`config.mk`:
```
export PLATFORM = sky130hd
export DESIGN_NAME = stepper_node_config_datagram_gen_unit_flat
export DESIGN_NICKNAME = d
export VERILOG_FILES = /design/src/sncdg_pkg.sv /design/src/sncdg_if.sv /design/src/stepper_node_config_datagram_gen_unit.sv /design/src/flat_wrapper.sv
export SDC_FILE = /design/constraint.sdc
export NUM_CORES = 1
export LEC_CHECK = 0
export BUFFER_PORTS_ARGS = -buffer_cell sky130_fd_sc_hd__buf_4
export CAP_MARGIN = 40
export CORE_ASPECT_RATIO = 1.4
export CORE_MARGIN = 2
export CORE_UTILIZATION = 50
export DETAILED_ROUTE_END_ITERATION = 10
export PLACE_DENSITY = 0.81
export SETUP_SLACK_MARGIN = 0.15
export SLEW_MARGIN = 20
export SYNTH_ARGS = -nofsm -noshare
export SYNTH_HDL_FRONTEND = slang
export SYNTH_SLANG_ARGS = --single-unit
```
`constraint.sdc`:
```
create_clock -name clk -period 8.07 [get_ports clk]
set_input_delay 0 -clock clk [delete_from_list [all_inputs] [get_ports clk]]
set_output_delay 0 -clock clk [all_outputs]
set_load 0.05 [all_outputs]
```
`src/sncdg_pkg.sv`:
```
`timescale 1ns / 1ps
// sncdg_pkg: constants, field widths and helper functions for the node config
// datagram generator. No dependencies.
package sncdg_pkg;

    localparam int unsigned NodeWidth    = 2;
    localparam int unsigned MicroWidth   = 9;
    localparam int unsigned CurrentWidth = 5;
    localparam int unsigned ByteWidth    = 8;
    localparam int unsigned MresWidth    = 4;

    localparam int unsigned DgramLen   = 8;
    localparam int unsigned TotalBytes = 24;
    localparam int unsigned IdxWidth   = $clog2(TotalBytes);
    localparam int unsigned PosWidth   = $clog2(DgramLen);

    localparam logic [7:0] SyncByte   = 8'h05;
    localparam logic [7:0] WriteFlag  = 8'h80;
    localparam logic [7:0] CrcPoly    = 8'h07;
    localparam logic [7:0] RegGlobal  = 8'h00;
    localparam logic [7:0] RegChopper = 8'h6C;
    localparam logic [7:0] RegCurrent = 8'h10;

    localparam logic [31:0] GlobalData = 32'h0000_00C1;
    localparam logic [31:0] ChopBase   = 32'h1000_0053;
    localparam logic [31:0] ChopInterp = 32'h1000_0000;
    localparam logic [7:0]  HoldDelay  = 8'd6;

    // datagram slots within one request
    typedef enum logic [1:0] {
        DG_GLOBAL  = 2'd0,
        DG_CHOPPER = 2'd1,
        DG_CURRENT = 2'd2
    } dgram_sel_t;

    // byte positions within one datagram
    localparam logic [PosWidth-1:0] PosSync  = 3'd0;
    localparam logic [PosWidth-1:0] PosNode  = 3'd1;
    localparam logic [PosWidth-1:0] PosReg   = 3'd2;
    localparam logic [PosWidth-1:0] PosData3 = 3'd3;
    localparam logic [PosWidth-1:0] PosData2 = 3'd4;
    localparam logic [PosWidth-1:0] PosData1 = 3'd5;
    localparam logic [PosWidth-1:0] PosData0 = 3'd6;
    localparam logic [PosWidth-1:0] PosCrc   = 3'd7;

    // microstep count to resolution code, anything else maps to 16 microsteps
    function automatic logic [MresWidth-1:0] resolution_code(
        input logic [MicroWidth-1:0] ms
    );
        logic [MresWidth-1:0] code;
        begin
            unique case (ms)
                9'd256:  code = 4'd0;
                9'd128:  code = 4'd1;
                9'd64:   code = 4'd2;
                9'd32:   code = 4'd3;
                9'd16:   code = 4'd4;
                9'd8:    code = 4'd5;
                9'd4:    code = 4'd6;
                9'd2:    code = 4'd7;
                9'd1:    code = 4'd8;
                default: code = 4'd4;
            endcase
            return code;
        end
    endfunction

    // one byte of crc8, data taken lsb first
    function automatic logic [7:0] crc8_byte(
        input logic [7:0] crc_in,
        input logic [7:0] data
    );
        logic [7:0] crc;
        begin
            crc = crc_in;
            for (int b = 0; b < 8; b++) begin
                if ((crc[7] ^ data[b]) == 1'b1) begin
                    crc = {crc[6:0], 1'b0} ^ CrcPoly;
                end
                else begin
                    crc = {crc[6:0], 1'b0};
                end
            end
            return crc;
        end
    endfunction

endpackage

```
`src/sncdg_if.sv`:
```
`timescale 1ns / 1ps
// sncdg_req_if / sncdg_tx_if: valid/ready channels for requests and
// datagram bytes. Depends on sncdg_pkg for field widths.
interface sncdg_req_if;
    logic                                 valid;
    logic                                 ready;
    logic [sncdg_pkg::NodeWidth-1:0]      node_address;
    logic [sncdg_pkg::MicroWidth-1:0]     microstep_count;
    logic [sncdg_pkg::CurrentWidth-1:0]   run_current;
    logic [sncdg_pkg::CurrentWidth-1:0]   hold_current;

    modport source (
        output valid, node_address, microstep_count, run_current, hold_current,
        input  ready
    );
    modport sink (
        input  valid, node_address, microstep_count, run_current, hold_current,
        output ready
    );
endinterface

interface sncdg_tx_if;
    logic                              valid;
    logic                              ready;
    logic [sncdg_pkg::ByteWidth-1:0]   tx_byte;
    logic                              last_byte;

    modport source (
        output valid, tx_byte, last_byte,
        input  ready
    );
    modport sink (
        input  valid, tx_byte, last_byte,
        output ready
    );
endinterface

```
`src/stepper_node_config_datagram_gen_unit.sv`:
```
`timescale 1ns / 1ps
// stepper_node_config_datagram_gen_unit: turns one node request into three
// 8-byte write datagrams (24 bytes). Depends on sncdg_pkg and sncdg_if.
// start: accepting sets the busy flag, then the first byte is loaded into the output register
// one byte a cycle through the single output register while the output is not stalled
// the next request is taken in the cycle the 24th byte is loaded, so requests stream gap-free
// reset: asynchronous, active low; clears the busy flag, byte index, crc and output valid
module stepper_node_config_datagram_gen_unit (
    input  logic             clk,
    input  logic             rst_n,
    sncdg_req_if.sink        req,
    sncdg_tx_if.source       dgram
);

    localparam logic [sncdg_pkg::IdxWidth-1:0] LastIdx =
        sncdg_pkg::IdxWidth'(sncdg_pkg::TotalBytes - 1);
    localparam logic [sncdg_pkg::IdxWidth-1:0] IdxStep =
        sncdg_pkg::IdxWidth'(1);

    // request held for the whole 24-byte run
    logic [sncdg_pkg::NodeWidth-1:0]    node_reg;
    logic [sncdg_pkg::MresWidth-1:0]    mres_reg;
    logic [sncdg_pkg::CurrentWidth-1:0] irun_reg;
    logic [sncdg_pkg::CurrentWidth-1:0] ihold_reg;

    // run control
    logic                               active_reg, active_next;
    logic [sncdg_pkg::IdxWidth-1:0]     idx_reg, idx_next;
    logic [7:0]                         crc_reg, crc_next;

    // output register
    logic                               out_valid_reg, out_valid_next;
    logic [7:0]                         out_byte_reg;
    logic                               out_last_reg;

    logic                               out_free;
    logic                               emit;
    logic                               last_emit;
    logic                               accept;

    sncdg_pkg::dgram_sel_t              dgram_sel;
    logic [sncdg_pkg::PosWidth-1:0]     pos;
    logic [7:0]                         reg_addr;
    logic [31:0]                        data_word;
    logic [7:0]                         cur_byte;

    // handshake: a byte moves whenever the output register is empty or drains
    assign out_free  = !out_valid_reg || dgram.ready;
    assign emit      = active_reg && out_free;
    assign last_emit = emit && (idx_reg == LastIdx);
    assign req.ready = !active_reg || last_emit;
    assign accept    = req.valid && req.ready;

    // datagram slot and position within it
    assign dgram_sel = sncdg_pkg::dgram_sel_t'(idx_reg[sncdg_pkg::IdxWidth-1 -: 2]);
    assign pos       = idx_reg[sncdg_pkg::PosWidth-1:0];

    // register address and data word of the current datagram
    always_comb
    begin
        unique case (dgram_sel)
            sncdg_pkg::DG_GLOBAL:
            begin
                reg_addr  = sncdg_pkg::RegGlobal;
                data_word = sncdg_pkg::GlobalData;
            end
            sncdg_pkg::DG_CHOPPER:
            begin
                reg_addr  = sncdg_pkg::RegChopper;
                data_word = sncdg_pkg::ChopBase | sncdg_pkg::ChopInterp
                          | {4'b0, mres_reg, 24'b0};
            end
            sncdg_pkg::DG_CURRENT:
            begin
                reg_addr  = sncdg_pkg::RegCurrent;
                data_word = {8'b0, sncdg_pkg::HoldDelay, 3'b0, irun_reg, 3'b0, ihold_reg};
            end
            default:
            begin
                reg_addr  = sncdg_pkg::RegGlobal;
                data_word = sncdg_pkg::GlobalData;
            end
        endcase
    end

    // byte mux: header, data msb first, crc at the end
    always_comb
    begin
        unique case (pos)
            sncdg_pkg::PosSync:  cur_byte = sncdg_pkg::SyncByte;
            sncdg_pkg::PosNode:  cur_byte = {6'b0, node_reg};
            sncdg_pkg::PosReg:   cur_byte = reg_addr | sncdg_pkg::WriteFlag;
            sncdg_pkg::PosData3: cur_byte = data_word[31:24];
            sncdg_pkg::PosData2: cur_byte = data_word[23:16];
            sncdg_pkg::PosData1: cur_byte = data_word[15:8];
            sncdg_pkg::PosData0: cur_byte = data_word[7:0];
            sncdg_pkg::PosCrc:   cur_byte = crc_reg;
            default:             cur_byte = crc_reg;
        endcase
    end

    // next-state logic
    always_comb
    begin
        active_next    = active_reg;
        idx_next       = idx_reg;
        crc_next       = crc_reg;
        out_valid_next = out_valid_reg;

        if (dgram.ready)
        begin
            out_valid_next = 1'b0;
        end

        if (emit)
        begin
            out_valid_next = 1'b1;
            idx_next       = idx_reg + IdxStep;
            // crc restarts after every datagram's crc byte goes out
            if (pos == sncdg_pkg::PosCrc)
            begin
                crc_next = 8'h00;
            end
            else
            begin
                crc_next = sncdg_pkg::crc8_byte(crc_reg, cur_byte);
            end
            if (last_emit)
            begin
                active_next = 1'b0;
            end
        end

        // a new request starts a fresh run, even on the last byte of the old one
        if (accept)
        begin
            active_next = 1'b1;
            idx_next    = '0;
        end
    end

    // control state
    always_ff @(posedge clk or negedge rst_n)
    begin
        if (!rst_n)
        begin
            active_reg    <= 1'b0;
            idx_reg       <= '0;
            crc_reg       <= 8'h00;
            out_valid_reg <= 1'b0;
        end
        else
        begin
            active_reg    <= active_next;
            idx_reg       <= idx_next;
            crc_reg       <= crc_next;
            out_valid_reg <= out_valid_next;
        end
    end

    // payload registers, no reset needed
    always_ff @(posedge clk)
    begin
        if (accept)
        begin
            node_reg  <= req.node_address;
            mres_reg  <= sncdg_pkg::resolution_code(req.microstep_count);
            irun_reg  <= req.run_current;
            ihold_reg <= req.hold_current;
        end
        if (emit)
        begin
            out_byte_reg <= cur_byte;
            out_last_reg <= (idx_reg == LastIdx);
        end
    end

    assign dgram.valid     = out_valid_reg;
    assign dgram.tx_byte   = out_byte_reg;
    assign dgram.last_byte = out_last_reg;

endmodule
```
`src/flat_wrapper.sv`:
```
// flat-port wrapper written by rule: the top's interface ports become plain ports
module stepper_node_config_datagram_gen_unit_flat 
  (clk, rst_n, req_valid, req_node_address, req_microstep_count, req_run_current, req_hold_current, req_ready, dgram_valid, dgram_tx_byte, dgram_last_byte, dgram_ready);
  sncdg_req_if req_i ();
  sncdg_tx_if dgram_i ();
  input  logic clk;
  input  logic rst_n;
  input wire logic [$bits(req_i.valid)-1:0] req_valid;
  input wire logic [$bits(req_i.node_address)-1:0] req_node_address;
  input wire logic [$bits(req_i.microstep_count)-1:0] req_microstep_count;
  input wire logic [$bits(req_i.run_current)-1:0] req_run_current;
  input wire logic [$bits(req_i.hold_current)-1:0] req_hold_current;
  output wire logic [$bits(req_i.ready)-1:0] req_ready;
  output wire logic [$bits(dgram_i.valid)-1:0] dgram_valid;
  output wire logic [$bits(dgram_i.tx_byte)-1:0] dgram_tx_byte;
  output wire logic [$bits(dgram_i.last_byte)-1:0] dgram_last_byte;
  input wire logic [$bits(dgram_i.ready)-1:0] dgram_ready;
  assign req_i.valid = req_valid;
  assign req_i.node_address = req_node_address;
  assign req_i.microstep_count = req_microstep_count;
  assign req_i.run_current = req_run_current;
  assign req_i.hold_current = req_hold_current;
  assign req_ready = req_i.ready;
  assign dgram_valid = dgram_i.valid;
  assign dgram_tx_byte = dgram_i.tx_byte;
  assign dgram_last_byte = dgram_i.last_byte;
  assign dgram_i.ready = dgram_ready;
  stepper_node_config_datagram_gen_unit u_core (.clk(clk), .rst_n(rst_n), .req(req_i), .dgram(dgram_i));
endmodule
```
==> flow_metrics.py, run 1 <==
metrics = {
    "clock_tree": {
        "post_cts_resized": 0,
        "cts_max_level": 2,
        "clock_sinks": 40,
        "tritoncts": "built",
        "clockBufferDepth": 2,
        "post-cts-setup-buffers": 0,
        "clkLatencyLatePin_ps": 290,
        "cts_buffers": 5,
        "clk_pin_slew_ps": 70,
        "clock-root-buffer": "clkbuf_8",
    },
    "power": {
        "p_switching_uw": 500,
        "combPwrFrac_pct": 61.1,
        "p_int_uw": 691,
        "p_seq_share_pct": 28.3,
        "p_leak_nw": 1.18,
        "p_per_area_nw_per_um2": 421,
        "p_sw_share_pct": 42.0,
        "irDropWorstVdd_mv": 0.179,
        "clkPwrFrac_pct": 10.6,
    },
    "grt": {
        "grt_pass1_wl_mm": 7.81,
        "antenna_found_initial": 0,
        "grt_pass1_vias": 1719,
        "grt-ovfl-total": 0,
        "grtUsageTotal_pct": 20.5,
        "grt_start_max_net_pins": 22,
    },
    "floorplan": {
        "core-area_sq_um": 4460,
        "start_util_pct": 50.9,
        "io_pins": 36,
        "dieArea_sq_um": 5110,
        "die-width_microns": 61.0,
        "fp.dieH_microns": 83.8,
        "fp-row-count": 29,
    },
    "flow_run": {
        "maxCapViolCount": 0,
    },
    "route": {
        "first_iter_violations": 49,
        "wl_per_cell_microns": 14.5,
        "vias": 1766,
        "drt.antenna.violating_nets": 0,
        "first_pass_iters": 4,
        "drt_wl_total_mm": 4.66,
        "avgViaCountPerCell": 5.50,
        "drc": 0,
    },
    "timing": {
        "fin_setup_tns_ps": 0,
        "hold_viol": 0,
        "finalCriticalPeriod_ps": 3170,
        "worst_pin_slew_ps": 623,
        "setup_viol": 0,
        "min_period_over_period_pct": 39.3,
        "fin_worst_skew_ps": 5.70,
        "max_slew_margin_pct": 58.2,
        "setup_ws_ps": 4900,
        "rsz0062_at_grt": "no",
        "max_freq_ghz": 0.316,
        "holdWs_ps": 10.0,
        "slew_violations": 0,
    },
    "cells_and_area": {
        "fin_area_sq_um": 2830,
        "antennaDiodeCount": 0,
        "final_cells": 321,
        "syn2layout_area_growth_pct": 24.5,
        "fin_nets": 293,
        "drive_above_1_share_pct": 17.4,
    },
    "run_status": {
        "status": "finished clean",
    },
    "logic_synthesis": {
        "synth_ff_type": "edfxtp_1",
        "synthCells": 206,
        "syn_area_sq_um": 2270,
        "yosysWarnings": 0,
        "ys_ff_latch": 40,
        "async_reset_ff_share_pct": 37.5,
        "syn_area_per_cell_sq_um": 11.0,
        "synth_cell_types": 49,
        "syn_nets": 241,
        "seq_area_frac_synth_pct": 49.6,
        "synth-edff-count": 25,
    },
    "hold_path": {
        "hold_path_depth": 2,
        "hp-class": "in2reg",
        "hp-start": "req_microstep_count[8]",
        "holdPathEnd": "u_core.mres_reg[3]",
    },
    "setup_path": {
        "slowest_delay_ps": 650,
        "crit_path_end_kind": "flip-flop",
        "crit_slowest_cell": "dfrtp_1",
        "critPathLaunch": "u_core.idx_reg[2]",
        "crit_path_frequent_cell": "a21o_1",
        "path_max_fanout": 17,
        "rr_worst_depth": 9,
        "criticalPathCategory": "reg2reg",
        "crit_required_ps": 8300,
        "reg2reg_slack_ps": 4900,
        "r2r-end": "u_core.crc_reg[5]",
        "start_kind": "flip-flop",
        "crit_chain": "inv_1 -> ha_1 -> a22o_1 -> a21o_1 -> or4_4 -> a211o_1 -> a21o_1 -> a2111oi_2 -> a311o_1",
        "timing.rr.start": "u_core.idx_reg[2]",
        "crit_arrival_ps": 3400,
    },
    "place": {
        "dp_hpwl_mm": 3.35,
        "dpl_worst_slack_ps": 4940,
        "io_buffers": 35,
        "place.gp.congestion": 0.885,
        "place_inst": 298,
        "placed_area_sq_um": 2590,
    },
}
==> how the worst max path moves through the flow <==
stage / end / slack (ps) / cells after the start
final: u_core.crc_reg[5] / 4900 / 9
after global routing: u_core.crc_reg[5] / 4700 / 9
after CTS: u_core.crc_reg[5] / 4940 / 9
after detailed placement: u_core.crc_reg[3] / 4940 / 8
after global placement: u_core.crc_reg[5] / 5020 / 9
after floorplan: u_core.crc_reg[5] / 5220 / 10
==> placed cells by master (no fill, tap or decap), types with 3 or more instances in the layout <==
cell type,netlist,layout
nor3_1,5,5
xor2_1,6,6
o21ai_0,7,7
and4b_1,3,3
nor2_1,14,14
buf_4,0,35
a22o_1,4,4
clkbuf_8,0,5
dfrtp_1,15,15
dlygate4sd3_1,0,14
a21oi_1,9,9
nand2b_1,6,6
nand4_1,5,5
edfxtp_1,25,25
inv_1,11,11
nand3_1,8,8
nand2_1,15,15
ha_1,10,10
xnor2_1,13,13
nor2b_1,3,3
==> synth_stat cells (5+ instances only) <==
| library cell | count | area (sq um) |
|---|---|---|
| edfxtp_1 | 25 | 751 |
| dfrtp_1 | 15 | 375 |
| nand2_1 | 15 | 56.3 |
| nor2_1 | 14 | 52.6 |
| xnor2_1 | 13 | 114 |
| inv_1 | 11 | 41.3 |
| ha_1 | 10 | 125 |
| a21oi_1 | 9 | 45.0 |
| nand3_1 | 8 | 40.0 |
| o21ai_0 | 7 | 35.0 |
| nand2b_1 | 6 | 37.5 |
| xor2_1 | 6 | 52.6 |
| nand4_1 | 5 | 31.3 |
| nor3_1 | 5 | 25.0 |
==> power groups by stage <==
stage | clock (mW) | sequential (mW) | combinational (mW)
after floorplan | 0 | 0.384 | 0.529
after global placement | 0 | 0.337 | 0.700
after detailed placement | 0 | 0.340 | 0.717
after CTS | 0.127 | 0.336 | 0.726
after global routing | 0.135 | 0.345 | 0.792
final | 0.126 | 0.337 | 0.728
==> worst max-delay path, delay by kind of cell, from the launching register on <==
family / cells / cell delay, ps
flops: 1 / 650
buf+inv: 1 / 150
compound gates: 6 / 1460
fa+ha+maj: 1 / 310
simple gates: 1 / 520
==> cells by family after synthesis <==
family	count (synthesis)	share of synthesized area, %
compound gates	42	13.1
xor+xnor	22	10.4
fa+ha+maj	10	5.51
buf+inv	17	2.86
flops	40	49.6
mux	2	0.881
simple gates	73	17.7
==> metal layers <==
layer	global-route usage, %	vias to the layer above	wire length [microns]
li1	-	862	-
met1	23.8	836	1790
met2	34.6	57	2530
met3	4.81	11	212
met4	9.29	0	128
met5	0	-	0
==> repair_timing <==
item | 4_1_cts | 5_1_grt
hold endpoints to repair | 28 | 0
hold buffers | 14 | 0
setup endpoints to repair | 0 | 0
==> layout make-up <==
class,count,area (sq um)
clock buffer,7,76.3
tap,62,77.6
clock inverter,1,5.00
timing repair buffer,50,418
fill,361,1630
sequential,40,1130
inverter,12,45.0
multi-input combinational,149,1080
==> through the flow <==
step           power [mW]  utilization, %
2_1_floorplan       0.913               -
3_3_place_gp         1.04            58.1
3_5_place_dp         1.06            58.1
4_1_cts              1.19            63.1
5_1_grt              1.27            63.4
6_report             1.19            63.4
No activity file was read; power rests on OpenSTA's default activity.
==> run 2, diff against run 1 <==
==> constraint.sdc (replaced) <==
create_clock -name clk -period 2.97 [get_ports clk]
set_input_delay 0 -clock clk [delete_from_list [all_inputs] [get_ports clk]]
set_output_delay 0 -clock clk [all_outputs]
set_load 0.05 [all_outputs]
==> run 2 against run 1 <==
  * Critical endpoint unchanged
  * Worst hold slack improved by 1.3 ps
  * Highest routed layer unchanged
  * Core utilization increased by 4.5 points
  * Final area is 7.2% higher
==> flow_metrics.py, run 2 (same netlist as run 1, synthesis figures left out) <==
metrics = {
    "run_status": {
        "status": "finished clean",
    },
    "cells_and_area": {
        "drive_above_1_share_pct": 25.8,
        "final_cells": 337,
        "fin_nets": 309,
        "final_common_cell": "buf_4",
        "fin_util_pct": 67.9,
        "antennaDiodeCount": 0,
        "final_cell_mix": "buf_4, edfxtp_1, nand2_1",
        "syn2layout_area_growth_pct": 33.4,
        "fillerInstances": 325,
    },
    "place": {
        "place.gp.congestion": 0.823,
        "dp_hpwl_mm": 3.52,
        "place_inst": 309,
        "io_buffers": 35,
    },
    "grt": {
        "antenna_found_initial": 0,
        "grt_pass1_wl_mm": 8.27,
        "grtUsageTotal_pct": 21.9,
        "grt_pass1_vias": 1815,
        "grt-ovfl-total": 0,
        "grt_start_max_net_pins": 22,
    },
    "hold_path": {
        "hp-start": "req_microstep_count[8]",
        "hp-class": "in2reg",
    },
    "power": {
        "irDropWorstVdd_mv": 0.537,
        "p_leak_nw": 1.26,
        "p_per_area_nw_per_um2": 1180,
    },
    "route": {
        "avgViaCountPerCell": 5.56,
        "drt.antenna.violating_nets": 0,
        "wl_per_cell_microns": 15.0,
        "first_pass_iters": 4,
        "drc": 0,
        "vias": 1874,
        "first_iter_violations": 69,
        "drt_wl_total_mm": 5.06,
    },
    "timing": {
        "hold_viol": 0,
        "fin_setup_tns_ps": 0,
        "fin_worst_skew_ps": 3.57,
        "finalCriticalPeriod_ps": 2750,
        "min_period_over_period_pct": 92.8,
        "worst_pin_slew_ps": 399,
        "slew_violations": 0,
        "rsz0062_at_grt": "yes",
        "max_freq_ghz": 0.363,
        "setup_viol": 0,
        "max_slew_margin_pct": 73.2,
    },
    "setup_path": {
        "start_kind": "flip-flop",
        "crit_path_end_kind": "flip-flop",
        "criticalPathCategory": "reg2reg",
        "critPathLaunch": "u_core.idx_reg[3]",
        "crit_arrival_ps": 2930,
        "path_buf_inv": 3,
        "crit_chain": "inv_2 -> ha_1 -> buf_4 -> and4b_1 -> or4_4 -> a211o_1 -> buf_4 -> nand3_4 -> a2111oi_4 -> a311o_1",
        "cp_top_family": "simple AND/OR/NAND/NOR gates",
        "timing.rr.start": "u_core.idx_reg[3]",
        "crit_path_frequent_cell": "buf_4",
        "path_max_fanout": 6,
        "crit_required_ps": 3150,
        "crit_slowest_cell": "or4_4",
        "slowest_delay_ps": 520,
    },
    "floorplan": {
        "core-area_sq_um": 4460,
        "start_util_pct": 50.9,
        "die-width_microns": 61.0,
        "fp.dieH_microns": 83.8,
        "fp-row-count": 29,
        "io_pins": 36,
        "dieArea_sq_um": 5110,
    },
    "clock_tree": {
        "clock_sinks": 40,
        "clock-root-buffer": "clkbuf_8",
        "cts_max_level": 2,
        "tritoncts": "built",
        "cts_buffers": 5,
        "clockBufferDepth": 2,
        "clkLatencyLatePin_ps": 290,
        "clk_pin_slew_ps": 70,
    },
    "flow_run": {
        "maxCapViolCount": 0,
    },
}
==> run 2: cell types whose count changed in the layout (fill, tap and decap cells not counted), moves of 2 or more <==
| cell | before | now |
|---|---|---|
| ha_2 | 0 | 2 |
| ha_4 | 0 | 3 |
| ha_1 | 10 | 5 |
| buf_4 | 35 | 52 |
==> run 2: power by group <==
group | internal [mW] | switching [mW] | leakage, nW
sequential | 0.778 | 0.132 | 0.407
combinational | 1.12 | 1.17 | 0.808
clock | 0.189 | 0.176 | 0.0455
==> run 2: path summary, 6_finish.rpt <==
path / depth (start not counted) / slack, ps / end
max: 10 / 220 / u_core.crc_reg[5]
min: 2 / 10 / u_core.mres_reg[3]
max reg2reg: 10 / 220 / u_core.crc_reg[5]
min reg2reg: 1 / 490 / u_core.dgram.valid
max in group asynchronous: 2 / 2670 / u_core.idx_reg[1]
min in group asynchronous: 2 / 90 / u_core.dgram.valid
==> run 2: timing repair <==
item,CTS,global route
endpoints found under the setup margin,2,3
pin swaps,2,6
resized for setup,3,14
endpoints found under the hold margin,28,0
hold buffers,14,0
setup buffers,2,4
==> run 2: cell type report <==
class	count	area (sq um)	share of cell area [%]
clock buffer	8	90.1	2.97
inverter	12	45.0	1.49
multi-input combinational	149	1160	38.3
sequential	40	1130	37.2
tap	62	77.6	2.56
timing repair buffer	66	531	17.5
==> run 2: metrics by stage <==
step / hold slack (ps) / cell area (sq um) / power [mW] / worst slack, ps
4_1_cts: 3.80 / 2930 / 3.39 / 155
3_5_place_dp: -119 / 2680 / 2.96 / 20.6
6_report: 11.3 / 3030 / 3.56 / 215
3_3_place_gp: -128 / 2680 / 2.90 / 99.0
5_1_grt: 8.96 / 3030 / 3.80 / 138
2_1_floorplan: -296 / 2270 / 2.48 / 157
==> run 2: layer usage <==
metal  vias up  wire length, microns  global-route usage [%]
met2        57                  2900                    37.9
met1       913                  1870                    24.6
met5         -                     0                       0
li1        891                     -                       -
met3        13                   167                    4.65
met4         0                   121                    9.68
